===== src/rtl/gtd_pkg.sv =====
// Shared types and constants for the grid trigger divider.
package gtd_pkg;

    // Grid geometry and field widths.
    localparam int GRID_SIDE = 4;
    localparam int CELLS     = GRID_SIDE * GRID_SIDE;
    localparam int LANE_W    = 2;
    localparam int CELL_W    = 2 * LANE_W;
    localparam int REQ_W     = 3;

    // Cell fields and their limits.
    localparam int MAX_DIVISION = 64;
    localparam int DIV_W        = 7;
    localparam int SHIFT_W      = 8;
    localparam int PROB_BITS    = 8;
    localparam int PROB_W       = PROB_BITS + 1;
    localparam int PROB_FULL    = 1 << PROB_BITS;

    // Beat counter, target and remainder unit sizes.
    localparam int COUNT_W    = 32;
    localparam int TARGET_W   = COUNT_W + 2;
    localparam int MAG_W      = COUNT_W + 1;
    localparam int RADIX_BITS = 8;
    localparam int DIV_STEPS  = (MAG_W + RADIX_BITS - 1) / RADIX_BITS;
    localparam int DIVIDEND_W = DIV_STEPS * RADIX_BITS;
    localparam int STEP_W     = $clog2(DIV_STEPS);

    // Random generator.
    localparam logic [COUNT_W-1:0] LFSR_TAPS = 32'h8020_0003;

    // Request codes.
    localparam logic [REQ_W-1:0] REQ_BEAT   = 3'd0;
    localparam logic [REQ_W-1:0] REQ_CLEAR  = 3'd1;
    localparam logic [REQ_W-1:0] REQ_COLUMN = 3'd2;
    localparam logic [REQ_W-1:0] REQ_ROW    = 3'd3;
    localparam logic [REQ_W-1:0] REQ_WRITE  = 3'd4;

    // Commands from the controller to the datapath.
    typedef struct packed {
        logic              accept;
        logic              load;
        logic              step;
        logic              test;
        logic              finish;
        logic [CELL_W-1:0] cell_idx;
    } t_cmd;

    // Status from the datapath to the controller.
    typedef struct packed {
        logic skip;
    } t_status;

endpackage


===== src/rtl/gtd_controller.sv =====
// Sequencer that walks the grid cells for a beat request.
module gtd_controller (
    input  logic                       i_clk,
    input  logic                       i_rst_n,
    input  logic                       i_start,
    input  logic [gtd_pkg::REQ_W-1:0]  i_req_type,
    input  gtd_pkg::t_status           i_status,
    output gtd_pkg::t_cmd              o_cmd,
    output logic                       o_busy
);
    import gtd_pkg::*;

    typedef enum logic [4:0] {
        S_IDLE   = 5'b00001,
        S_LOAD   = 5'b00010,
        S_DIV    = 5'b00100,
        S_TEST   = 5'b01000,
        S_FINISH = 5'b10000
    } t_state;

    localparam logic [STEP_W-1:0] LAST_STEP = STEP_W'(DIV_STEPS - 1);
    localparam logic [CELL_W-1:0] LAST_CELL = CELL_W'(CELLS - 1);

    t_state              r_state, n_state;
    logic [CELL_W-1:0]   r_cell, n_cell;
    logic [STEP_W-1:0]   r_step, n_step;

    // Next state and command decode.
    always_comb begin
        n_state        = r_state;
        n_cell         = r_cell;
        n_step         = r_step;
        o_cmd          = '0;
        o_cmd.cell_idx = r_cell;
        unique case (r_state)
            S_IDLE: begin
                if (i_start) begin
                    o_cmd.accept = 1'b1;
                    if (i_req_type == REQ_BEAT) begin
                        n_state = S_LOAD;
                        n_cell  = '0;
                    end
                end
            end
            S_LOAD: begin
                o_cmd.load = 1'b1;
                n_step     = '0;
                n_state    = S_DIV;
            end
            S_DIV: begin
                // A skipped cell needs no remainder.
                if (i_status.skip) begin
                    n_state = S_TEST;
                end else begin
                    o_cmd.step = 1'b1;
                    if (r_step == LAST_STEP) begin
                        n_state = S_TEST;
                    end else begin
                        n_step = r_step + 1'b1;
                    end
                end
            end
            S_TEST: begin
                o_cmd.test = 1'b1;
                if (r_cell == LAST_CELL) begin
                    n_state = S_FINISH;
                end else begin
                    n_cell  = r_cell + 1'b1;
                    n_state = S_LOAD;
                end
            end
            S_FINISH: begin
                o_cmd.finish = 1'b1;
                n_state      = S_IDLE;
            end
            default: begin
                n_state = S_IDLE;
            end
        endcase
    end

    // State registers.
    always_ff @(posedge i_clk) begin
        if (!i_rst_n) begin
            r_state <= S_IDLE;
            r_cell  <= '0;
            r_step  <= '0;
        end else begin
            r_state <= n_state;
            r_cell  <= n_cell;
            r_step  <= n_step;
        end
    end

    assign o_busy = (r_state != S_IDLE);

endmodule


===== src/rtl/gtd_datapath.sv =====
// Cell tables, beat counter, remainder unit, random draw and result registers.
module gtd_datapath (
    input  logic                               i_clk,
    input  logic                               i_rst_n,
    input  gtd_pkg::t_cmd                      i_cmd,
    output gtd_pkg::t_status                   o_status,
    input  logic [gtd_pkg::REQ_W-1:0]          i_req_type,
    input  logic [gtd_pkg::CELL_W-1:0]         i_cell_index,
    input  logic [gtd_pkg::LANE_W-1:0]         i_lane_index,
    input  logic [gtd_pkg::DIV_W-1:0]          i_cell_division,
    input  logic signed [gtd_pkg::SHIFT_W-1:0] i_cell_shift,
    input  logic [gtd_pkg::PROB_W-1:0]         i_cell_probability,
    input  logic                               i_seed_we,
    input  logic [gtd_pkg::COUNT_W-1:0]        i_seed_wdata,
    output logic                               o_done,
    output logic [gtd_pkg::GRID_SIDE-1:0]      o_column_triggers,
    output logic [gtd_pkg::GRID_SIDE-1:0]      o_row_triggers,
    output logic [gtd_pkg::GRID_SIDE-1:0]      o_column_enables,
    output logic [gtd_pkg::GRID_SIDE-1:0]      o_row_enables,
    output logic [gtd_pkg::COUNT_W-1:0]        o_beat_count
);
    import gtd_pkg::*;

    localparam logic [DIV_W-1:0]          DIV_MAX   = DIV_W'(MAX_DIVISION);
    localparam logic signed [SHIFT_W-1:0] SHIFT_MAX = SHIFT_W'(MAX_DIVISION);
    localparam logic signed [SHIFT_W-1:0] SHIFT_MIN = SHIFT_W'(-MAX_DIVISION);
    localparam logic [PROB_W-1:0]         PROB_MAX  = PROB_W'(PROB_FULL);
    localparam logic [GRID_SIDE-1:0]      LANE_ONE  = GRID_SIDE'(1);

    // One Galois step of the random generator.
    function automatic logic [COUNT_W-1:0] lfsr_advance(input logic [COUNT_W-1:0] x);
        logic [COUNT_W-1:0] y;
        y = x >> 1;
        if (x[0]) begin
            y = y ^ LFSR_TAPS;
        end
        return y;
    endfunction

    // Eight restoring remainder steps on one dividend byte.
    function automatic logic [DIV_W-1:0] mod_step(
        input logic [DIV_W-1:0]      rem,
        input logic [RADIX_BITS-1:0] bits,
        input logic [DIV_W-1:0]      d
    );
        logic [DIV_W:0]   t;
        logic [DIV_W-1:0] r;
        r = rem;
        for (int k = RADIX_BITS - 1; k >= 0; k--) begin
            t = {r, bits[k]};
            if (t >= {1'b0, d}) begin
                t = t - {1'b0, d};
            end
            r = t[DIV_W-1:0];
        end
        return r;
    endfunction

    // Cell tables.
    logic [DIV_W-1:0]          r_div_tab   [CELLS];
    logic signed [SHIFT_W-1:0] r_shift_tab [CELLS];
    logic [PROB_W-1:0]         r_prob_tab  [CELLS];

    // Architectural state.
    logic [COUNT_W-1:0]   r_count, n_count;
    logic [GRID_SIDE-1:0] r_col_mask, n_col_mask;
    logic [GRID_SIDE-1:0] r_row_mask, n_row_mask;
    logic [COUNT_W-1:0]   r_lfsr, n_lfsr;

    // Per-cell working registers.
    logic [DIVIDEND_W-1:0] r_dividend;
    logic [DIV_W-1:0]      r_rem;
    logic [DIV_W-1:0]      r_div;
    logic [PROB_W-1:0]     r_prob;
    logic                  r_skip;
    logic [GRID_SIDE-1:0]  r_col_fire;
    logic [GRID_SIDE-1:0]  r_row_fire;

    // Result registers.
    logic                 r_done;
    logic [GRID_SIDE-1:0] r_col_trig;
    logic [GRID_SIDE-1:0] r_row_trig;
    logic [GRID_SIDE-1:0] r_col_en;
    logic [GRID_SIDE-1:0] r_row_en;
    logic [COUNT_W-1:0]   r_count_out;

    logic signed [TARGET_W-1:0] w_target;
    logic [DIV_W-1:0]           w_div_sat;
    logic signed [SHIFT_W-1:0]  w_shift_sat;
    logic [PROB_W-1:0]          w_prob_sat;
    logic [COUNT_W-1:0]         w_lfsr_adv;
    logic                       w_draw;
    logic                       w_hit;
    logic                       w_beat;

    assign w_beat = (i_req_type == REQ_BEAT);

    // Exact target of the current cell: counter plus its shift.
    assign w_target = $signed({2'b00, r_count})
                    + $signed({{(TARGET_W - SHIFT_W){r_shift_tab[i_cmd.cell_idx][SHIFT_W-1]}},
                               r_shift_tab[i_cmd.cell_idx]});

    // Saturation of written cell fields.
    assign w_div_sat   = (i_cell_division > DIV_MAX) ? DIV_MAX : i_cell_division;
    assign w_shift_sat = (i_cell_shift > SHIFT_MAX) ? SHIFT_MAX :
                         (i_cell_shift < SHIFT_MIN) ? SHIFT_MIN : i_cell_shift;
    assign w_prob_sat  = (i_cell_probability > PROB_MAX) ? PROB_MAX : i_cell_probability;

    // A qualifying cell draws one random value.
    assign w_lfsr_adv = lfsr_advance(r_lfsr);
    assign w_draw     = i_cmd.test && !r_skip && (r_rem == '0);
    assign w_hit      = ({1'b0, w_lfsr_adv[PROB_BITS-1:0]} < r_prob);

    // Next values of counter, enable masks and random generator.
    always_comb begin
        n_count    = r_count;
        n_col_mask = r_col_mask;
        n_row_mask = r_row_mask;
        if (i_cmd.accept) begin
            unique case (i_req_type)
                REQ_BEAT:   n_count    = r_count + 1'b1;
                REQ_CLEAR:  n_count    = '0;
                REQ_COLUMN: n_col_mask = r_col_mask ^ (LANE_ONE << i_lane_index);
                REQ_ROW:    n_row_mask = r_row_mask ^ (LANE_ONE << i_lane_index);
                default:    n_count    = r_count;
            endcase
        end
        n_lfsr = r_lfsr;
        if (i_seed_we) begin
            n_lfsr = (i_seed_wdata != '0) ? i_seed_wdata : COUNT_W'(1);
        end else if (w_draw) begin
            n_lfsr = w_lfsr_adv;
        end
    end

    // Control-bearing state and the cell tables.
    always_ff @(posedge i_clk) begin
        if (!i_rst_n) begin
            r_count    <= '0;
            r_col_mask <= '1;
            r_row_mask <= '1;
            r_lfsr     <= COUNT_W'(1);
            r_done     <= 1'b0;
            for (int k = 0; k < CELLS; k++) begin
                r_div_tab[k]   <= '0;
                r_shift_tab[k] <= '0;
                r_prob_tab[k]  <= PROB_MAX;
            end
        end else begin
            r_count    <= n_count;
            r_col_mask <= n_col_mask;
            r_row_mask <= n_row_mask;
            r_lfsr     <= n_lfsr;
            r_done     <= (i_cmd.accept && !w_beat) || i_cmd.finish;
            if (i_cmd.accept && (i_req_type == REQ_WRITE)) begin
                r_div_tab[i_cell_index]   <= w_div_sat;
                r_shift_tab[i_cell_index] <= w_shift_sat;
                r_prob_tab[i_cell_index]  <= w_prob_sat;
            end
        end
    end

    // Per-cell walk: load, remainder steps and trigger collection.
    always_ff @(posedge i_clk) begin
        if (i_cmd.accept && w_beat) begin
            r_col_fire <= '0;
            r_row_fire <= '0;
        end else if (w_draw && w_hit) begin
            r_col_fire <= r_col_fire | (LANE_ONE << i_cmd.cell_idx[LANE_W-1:0]);
            r_row_fire <= r_row_fire | (LANE_ONE << i_cmd.cell_idx[CELL_W-1:LANE_W]);
        end
        if (i_cmd.load) begin
            r_dividend <= {{(DIVIDEND_W - MAG_W){1'b0}}, w_target[MAG_W-1:0]};
            r_rem      <= '0;
            r_div      <= r_div_tab[i_cmd.cell_idx];
            r_prob     <= r_prob_tab[i_cmd.cell_idx];
            r_skip     <= (r_div_tab[i_cmd.cell_idx] == '0) || w_target[TARGET_W-1];
        end else if (i_cmd.step) begin
            r_rem      <= mod_step(r_rem, r_dividend[DIVIDEND_W-1 -: RADIX_BITS], r_div);
            r_dividend <= r_dividend << RADIX_BITS;
        end
    end

    // Result registers.
    always_ff @(posedge i_clk) begin
        if (i_cmd.accept && !w_beat) begin
            r_col_trig  <= '0;
            r_row_trig  <= '0;
            r_col_en    <= n_col_mask;
            r_row_en    <= n_row_mask;
            r_count_out <= n_count;
        end else if (i_cmd.finish) begin
            r_col_trig  <= r_col_fire & r_col_mask;
            r_row_trig  <= r_row_fire & r_row_mask;
            r_col_en    <= r_col_mask;
            r_row_en    <= r_row_mask;
            r_count_out <= r_count;
        end
    end

    assign o_status.skip     = r_skip;
    assign o_done            = r_done;
    assign o_column_triggers = r_col_trig;
    assign o_row_triggers    = r_row_trig;
    assign o_column_enables  = r_col_en;
    assign o_row_enables     = r_row_en;
    assign o_beat_count      = r_count_out;

endmodule


===== src/rtl/grid_trigger_divider_top.sv =====
// Top level of the grid trigger divider: controller, datapath and checks.
// Non-beat requests: result transfer in the cycle after the accept, one request a cycle.
// Beat requests: each cell passes through load, five remainder steps and the draw,
// or load, the division state without a step and the draw when skipped; the result transfers after the walk,
// and the next request can be taken in the cycle it is shown; the shared remainder unit serialises the walk.
// Synchronous active-low reset restores all cell tables, masks, counter and seed.
module grid_trigger_divider_top (
    input  logic                               i_clk,
    input  logic                               i_rst_n,
    input  logic                               i_start,
    output logic                               o_busy,
    input  logic [gtd_pkg::REQ_W-1:0]          i_req_type,
    input  logic [gtd_pkg::CELL_W-1:0]         i_cell_index,
    input  logic [gtd_pkg::LANE_W-1:0]         i_lane_index,
    input  logic [gtd_pkg::DIV_W-1:0]          i_cell_division,
    input  logic signed [gtd_pkg::SHIFT_W-1:0] i_cell_shift,
    input  logic [gtd_pkg::PROB_W-1:0]         i_cell_probability,
    input  logic                               i_seed_we,
    input  logic [gtd_pkg::COUNT_W-1:0]        i_seed_wdata,
    output logic                               o_done,
    output logic [gtd_pkg::GRID_SIDE-1:0]      o_column_triggers,
    output logic [gtd_pkg::GRID_SIDE-1:0]      o_row_triggers,
    output logic [gtd_pkg::GRID_SIDE-1:0]      o_column_enables,
    output logic [gtd_pkg::GRID_SIDE-1:0]      o_row_enables,
    output logic [gtd_pkg::COUNT_W-1:0]        o_beat_count
);
    import gtd_pkg::*;

    t_cmd    w_cmd;
    t_status w_status;

    // Sequencer.
    gtd_controller u_controller (
        .i_clk      (i_clk),
        .i_rst_n    (i_rst_n),
        .i_start    (i_start),
        .i_req_type (i_req_type),
        .i_status   (w_status),
        .o_cmd      (w_cmd),
        .o_busy     (o_busy)
    );

    // Datapath.
    gtd_datapath u_datapath (
        .i_clk              (i_clk),
        .i_rst_n            (i_rst_n),
        .i_cmd              (w_cmd),
        .o_status           (w_status),
        .i_req_type         (i_req_type),
        .i_cell_index       (i_cell_index),
        .i_lane_index       (i_lane_index),
        .i_cell_division    (i_cell_division),
        .i_cell_shift       (i_cell_shift),
        .i_cell_probability (i_cell_probability),
        .i_seed_we          (i_seed_we),
        .i_seed_wdata       (i_seed_wdata),
        .o_done             (o_done),
        .o_column_triggers  (o_column_triggers),
        .o_row_triggers     (o_row_triggers),
        .o_column_enables   (o_column_enables),
        .o_row_enables      (o_row_enables),
        .o_beat_count       (o_beat_count)
    );

`ifndef ASSERT_OFF
    // A result transfer never overlaps a busy walk.
    a_done_not_busy: assert property (@(posedge i_clk) disable iff (!i_rst_n)
        !(o_done && o_busy))
        else $error("result strobe while busy");

    // An accepted beat starts the cell walk.
    a_beat_goes_busy: assert property (@(posedge i_clk) disable iff (!i_rst_n)
        (i_start && !o_busy && (i_req_type == REQ_BEAT)) |=> (o_busy && !o_done))
        else $error("beat request did not start the walk");

    // Any other request answers in the next cycle.
    a_other_done: assert property (@(posedge i_clk) disable iff (!i_rst_n)
        (i_start && !o_busy && (i_req_type != REQ_BEAT)) |=> (o_done && !o_busy))
        else $error("non-beat request did not answer at once");

    // Reported triggers are always within the enable masks.
    a_trig_enabled: assert property (@(posedge i_clk) disable iff (!i_rst_n)
        o_done |-> (((o_column_triggers & ~o_column_enables) == '0)
                 && ((o_row_triggers & ~o_row_enables) == '0)))
        else $error("trigger outside enable mask");
`endif

endmodule


===== config.mk =====
export PLATFORM = sky130hd
export DESIGN_NAME = grid_trigger_divider_top
export DESIGN_NICKNAME = d
export VERILOG_FILES = /design/src/rtl/gtd_pkg.sv /design/src/rtl/gtd_controller.sv /design/src/rtl/gtd_datapath.sv /design/src/rtl/grid_trigger_divider_top.sv
export SDC_FILE = /design/constraint.sdc
export NUM_CORES = 1
export LEC_CHECK = 0
export ABC_AREA = 1
export CAP_MARGIN = 20
export CORE_MARGIN = 5
export CORE_UTILIZATION = 42
export DETAILED_ROUTE_END_ITERATION = 6
export DONT_BUFFER_PORTS = 1
export SLEW_MARGIN = 20
export SYNTH_ARGS = -nofsm -noshare
export SYNTH_HDL_FRONTEND = slang
export SYNTH_HIERARCHICAL = 1
export SYNTH_SLANG_ARGS = --single-unit

===== constraint.sdc =====
create_clock -name i_clk -period 33.2 [get_ports i_clk]
set_input_delay 1.66 -clock i_clk [delete_from_list [all_inputs] [get_ports i_clk]]
set_output_delay 1.66 -clock i_clk [all_outputs]
set_load 0.01 [all_outputs]

==> results of run 1 <==
-- path summary, 6_finish.rpt --
kind                                             endpoint  slack (ps)  cells after the start
worst min register to register  u_datapath/r_dividend[35]         460                      2
worst max register to register        u_datapath/r_rem[2]       17730                     85
worst min-delay path            u_datapath/r_dividend[35]         460                      2
worst max-delay path                  u_datapath/r_rem[2]       17730                     85
-- area by class of cell --
cell class              count  area (um^2)  share of cell area, %
inverters                 312         1174                  3.580
clock inverters            33        342.8                  1.046
flip-flops and latches    589        16540                  50.44
repair buffers             42        335.3                  1.023
well taps                 940         1176                  3.587
multi-input cells        2029        11670                  35.61
diodes                      2        5.005                0.01526
clock buffers              74         1543                  4.705
-- metal layers --
layer | GRT usage, % | wire length, um | up-vias
met2 | 35.97 | 40830 | 906
met1 | 28.70 | 35620 | 11101
met4 | 6.002 | 2179 | 2
met3 | 3.473 | 6368 | 122
met5 | 0 | 13 | -
li1 | - | - | 10653
-- flip-flops by register name, summed over array words and instances (netlist names), 9 cells and up --
register,flops
u_datapath/r_lfsr,32
u_datapath/o_beat_count,32
u_datapath/r_dividend,40
u_datapath/r_count,32
u_datapath/r_prob_tab,144
u_datapath/r_prob,9
u_datapath/r_div_tab,112
u_datapath/r_shift_tab,128
-- synth_stat cells, drive strengths merged, types with 4 or more instances --
library cell	number	area share (%)
a2111o	20	0.75
a2111oi	18	0.53
a21boi	41	1.0
a21o	7	0.18
a21oi	129	2.4
a22oi	194	4.9
a31oi	39	0.82
and2	4	0.084
buf	8	0.10
clkbuf	143	1.8
clkinv	6	0.075
dfxtp	115	7.7
edfxtp	474	48
fa	9	0.60
ha	100	4.2
inv	306	3.8
nand2	471	6.1
nand3	119	2.6
nand4	37	0.77
nor2	522	6.7
nor3	42	0.74
nor4	18	0.38
o211ai	12	0.30
o21ai	88	1.5
o21bai	11	0.28
o22ai	16	0.33
o311ai	7	0.21
o31ai	8	0.20
or2	11	0.23
xnor2	40	1.2
xor2	46	1.3
-- worst register-to-register path: cells and delay by family (launching register included) --
kind,cells,cell delay [ps]
compound gates,25,5320
buf+inv,10,1640
simple gates,42,4490
fa+ha+maj,8,3210
flops,1,660
-- per-stage QoR --
| stage | area [um^2] | setup WS, ps | util (%) | cells |
|---|---|---|---|---|
| final | 32790 | 17730 | 46.66 | 4021 |
| after global routing | 32790 | 16200 | 46.66 | 4021 |
| after CTS | 32750 | 17730 | 46.61 | 4018 |
| after detailed placement | 30870 | 17790 | 43.93 | 3911 |
| after global placement | 30870 | 18240 | 43.93 | 3911 |
| after floorplan | 29880 | 20000 | - | 3081 |
-- cell families (layout without fill, tap and decap cells) --
group | Yosys count | count (layout)
and+or+nand+nor | 1231 | 1231
AOI/OAI and AO/OA | 603 | 603
DFF | 589 | 589
buffers and inverters | 463 | 461
adders and majority gates | 109 | 109
xor gates and xnor gates | 86 | 86
other | 0 | 2
==> reports/metrics.yaml, run 1 <==
run_status:
  status: "finished clean"
sta:
  setup_violations: 0
  setup_tns_ps: 0
  fin_worst_skew_ps: 45.98
  slew_headroom_pct: 31.47
  finalMaxSlewViolations: 0
  period_share_pct: 46.59
  max_freq_mhz: 64.66
  tightest_slew_ps: 1024
  timing.hold.ws_ps: 460.4
  grt_setup_unrepaired: "no"
  min_period_ps: 15470
  timing_hold_violations_final: 0
floorplan:
  num_rows: 97
  core_um2: 70270
  pin_count: 119
  dieArea_um2: 76590
  die_h_um: 276.7
  die_w_um: 276.7
  initial_core_util_pct: 42.53
yosys:
  synthSimpleGateAreaFrac_pct: 17.75
  synth_cell_type_count: 54
  synth_compound_area_share_pct: 13.79
  syn-mean-instance-area_um2: 9.699
  yosysSeqAreaShare_pct: 55.33
  synthAdderAreaFrac_pct: 4.790
  syn_inst: 3081
  syn_nets: 3259
  yosys_warnings: 6
  synth_top_family_by_area: "simple AND/OR/NAND/NOR gates"
  synth_edf_count: 474
  ys_seq_elements: 589
  syn_area_um2: 29880
  synth_xor_area_share_pct: 2.521
  synth_flop_cell: "edfxtp_1"
  async_reset_ff_share_pct: 0
  muxShareOfSynthArea_pct: 0
cts:
  clk-insertion-delay-late_ps: 650
  hold_buffers: 0
  htree_levels: 2
  cts-resized-gates: 0
  clock_path_buffers: 3
  clk_pin_slew_ps: 60
  cts_setup_buffers: 0
  cts_buffers: 59
  ctsRootBufferMaster: "clkbuf_16"
  cts_tree: "done"
  clock_sinks: 589
job:
  maxCapViolCount: 0
cells_and_area:
  nFillCells: 6579
  nNetsFinal: 3211
  drive_gt1_share_pct: 7.113
  mostFrequentLayoutCell: "nor2_1"
  syn_to_final_growth_pct: 9.713
  mostFrequentLayoutCells: "nor2_1 (508), edfxtp_1 (474), nand2_1 (441)"
global_routing:
  grt_max_degree: 62
  antenna_found_initial: 2
  grt_overflow: 0
  grt_pass1_wl_um: 130000
  grt_use_total_pct: 21.32
  grt_pass1_vias: 22396
min_path:
  min_from: "u_datapath/r_dividend[27]"
  hp-class: "register to register"
worst_setup_path:
  worstSetupPathType: "register to register"
  critPathSlowestCell: "edfxtp_1"
  rr_startpoint: "u_datapath/r_div[1]"
  cpPeakStageDelay_ps: 660
  crit_path_start_kind: "register"
  cp-startpoint: "u_datapath/r_div[1]"
  crit_top_cell: "nand2_1"
  cp.arrival_ps: 15970
  critical_path_required_ps: 33700
  cp_num_buf_inv: 10
  crit_path_max_fanout: 10
  end_kind: "register"
  crit_family: "compound AO/OA/AOI/OAI gates"
place:
  globalplace.congestion: 0.8793
  hpwl_um: 52550
  io_buffers: 0
drt:
  via_count: 22784
  ant_nets: 0
  drt-initial-drc-count: 2095
  drc: 0
  routed_wl_um: 85010
  firstDrtPassIters: 5
  via_per_inst: 5.666
  routedWlPerCell_um: 21.14
Power of run 1 is not shown: default switching activity piles up to over one toggle a cycle in this logic, so the estimate is an artifact.
==> run 2: changes to the inputs <==
- clock period: 33.2 -> 15.1 ns (I/O delays scaled with it)
==> run 2 against run 1 <==
Worst hold slack got worse by 220 ps. Global-route usage shrank 0.25 points. Critical path type unchanged. Die area is the same. Non-clock buffer count is 12 higher. Wire length barely moved. Sequential share of layout area down 0.12 points. Critical path depth rose by 2.
==> reports/metrics.yaml, run 2 (synthesis gave the netlist of run 1 again) <==
run_status:
  status: "finished clean"
worst_setup_path:
  cp.arrival_ps: 14380  # -1590 ps
  crit_top_cell: "nand2_1"
  rrSetupSlack_ps: 1210  # -16,530 ps
  cp-startpoint: "u_datapath/r_dividend[39]"
  crit_path_max_fanout: 9  # -1
  end_kind: "register"
  cp_num_buf_inv: 11  # +1
  cpPeakStageDelay_ps: 450  # -210 ps
  crit_path_start_kind: "register"
  rr_startpoint: "u_datapath/r_dividend[39]"
  critPathSlowestCell: "fa_1"
  critical_path_required_ps: 15580  # -18,120 ps
  crit_family: "compound AO/OA/AOI/OAI gates"
  worstSetupPathType: "register to register"
floorplan:
  dieArea_um2: 76590  # unchanged
  initial_core_util_pct: 42.53  # unchanged
  num_rows: 97  # unchanged
  die_w_um: 276.7  # unchanged
  core_um2: 70270  # unchanged
  pin_count: 119  # unchanged
  die_h_um: 276.7  # unchanged
sta:
  finalMaxSlewViolations: 0  # unchanged
  slew_headroom_pct: 29.13  # -2.3 points
  min_period_ps: 13890  # -1572 ps
  fin_worst_skew_ps: 49.32  # +3.338 ps
  max_freq_mhz: 71.97  # +11%
  tightest_slew_ps: 1059  # +34.89 ps
  timing_hold_violations_final: 0  # unchanged
  period_share_pct: 92.01  # +45 points
  setup_violations: 0  # unchanged
cells_and_area:
  mostFrequentLayoutCell: "nor2_1"
  drive_gt1_share_pct: 7.598  # +0.49 points
  layout_top_registers: "u_datapath/r_prob_tab: 144 flops, u_datapath/r_shift_tab: 128 flops, u_datapath/r_div_tab: 112 flops"
  largest_register_ffs: 144  # unchanged
  syn_to_final_growth_pct: 9.969
  postLayoutCoreUtil_pct: 46.77  # +0.11 points
  top_register: "u_datapath/r_prob_tab"
  nNetsFinal: 3223  # +0.37%
  mostFrequentLayoutCells: "nor2_1 (508), edfxtp_1 (474), nand2_1 (440)"
  nFillCells: 6609  # +0.46%
job:
  maxCapViolCount: 0  # unchanged
cts:
  cts_tree: "done"
  clock_path_buffers: 3  # unchanged
  ctsRootBufferMaster: "clkbuf_16"
  htree_levels: 2  # unchanged
  clk-insertion-delay-late_ps: 630  # -20 ps
  clock_sinks: 589  # unchanged
  cts_buffers: 59  # unchanged
  hold_buffers: 0  # unchanged
  clk_pin_slew_ps: 60  # about the same
global_routing:
  grt_use_total_pct: 21.07  # -0.25 points
  grt_pass1_vias: 22223  # -0.77%
  grt_overflow: 0  # unchanged
  grt_max_degree: 73  # +18%
  grt_pass1_wl_um: 128400  # -1.2%
  antenna_found_initial: 2  # unchanged
drt:
  drc: 0  # unchanged
  ant_nets: 0  # unchanged
  via_count: 22777  # -0.031%
  routedWlPerCell_um: 21.07  # -0.33%
  top_layer: "met4"
  wl_met3_um: 5701  # -10%
  wl_met2_um: 41110  # +0.69%
  drt-initial-drc-count: 1932  # -7.8%
  met1Wirelength_um: 36420  # +2.3%
  firstDrtPassIters: 5  # unchanged
  via_per_inst: 5.642  # -0.43%
  routed_wl_um: 85070  # about the same
place:
  globalplace.congestion: 0.8603  # -2.2%
  hpwl_um: 52590  # about the same
  io_buffers: 0  # unchanged
min_path:
  hp-class: "input port to register"
  min_from: "i_seed_we"
-- run 2: layout make-up --
| class | count | area (um^2) | share of cell area, % |
|---|---|---|---|
| repair buffers | 54 | 425.4 | 1.294 |
| well taps | 940 | 1176 | 3.579 |
| inverters | 312 | 1174 | 3.571 |
| multi-input cells | 2029 | 11690 | 35.57 |
| clock buffers | 80 | 1609 | 4.896 |
| clock inverters | 29 | 244.0 | 0.7424 |
| flip-flops and latches | 589 | 16540 | 50.32 |
| diodes | 4 | 10.01 | 0.03046 |
-- run 2: worst reg2reg max path, delay by kind of cell, from the launching register on --
kind | cells | cell delay (ps)
compound gates | 25 | 4550
fa+ha+maj | 9 | 3230
buf+inv | 11 | 1240
simple gates | 42 | 4500
flops | 1 | 300
-- run 2: worst paths after layout --
path | endpoint | depth (start not counted)
setup / recovery | u_datapath/r_rem[1] | 87
hold / removal | u_datapath/r_lfsr[22] | 1
setup reg to reg | u_datapath/r_rem[1] | 87
hold reg to reg | u_datapath/r_dividend[34] | 2
-- run 2: repair_timing --
action                     in CTS  in global routing
setup buffers                   0                  5
setup endpoints to repair       0                  7
gates resized for setup         0                 10
-- run 2: layer usage --
layer | vias up | global-route usage, %
li1 | 10698 | -
met1 | 11123 | 28.53
met2 | 825 | 35.97
met3 | 131 | 2.875
met4 | 0 | 5.530
met5 | - | 0
-- run 2: per-stage QoR --
step           cell area [um^2]  hold slack, ps  std cells  setup TNS [ps]  setup WS (ps)
6_report                  32860           241.1       4037               0           1206
5_1_grt                   32860           200.9       4037          -235.4         -57.92
4_1_cts                   32780           191.3       4027               0          462.4
3_5_place_dp              30920           439.6       3918               0          500.4
3_3_place_gp              30920           442.5       3918               0          942.0
2_1_floorplan             29880           421.5       3081               0           1903
Power of run 2 is left out for the same reason.
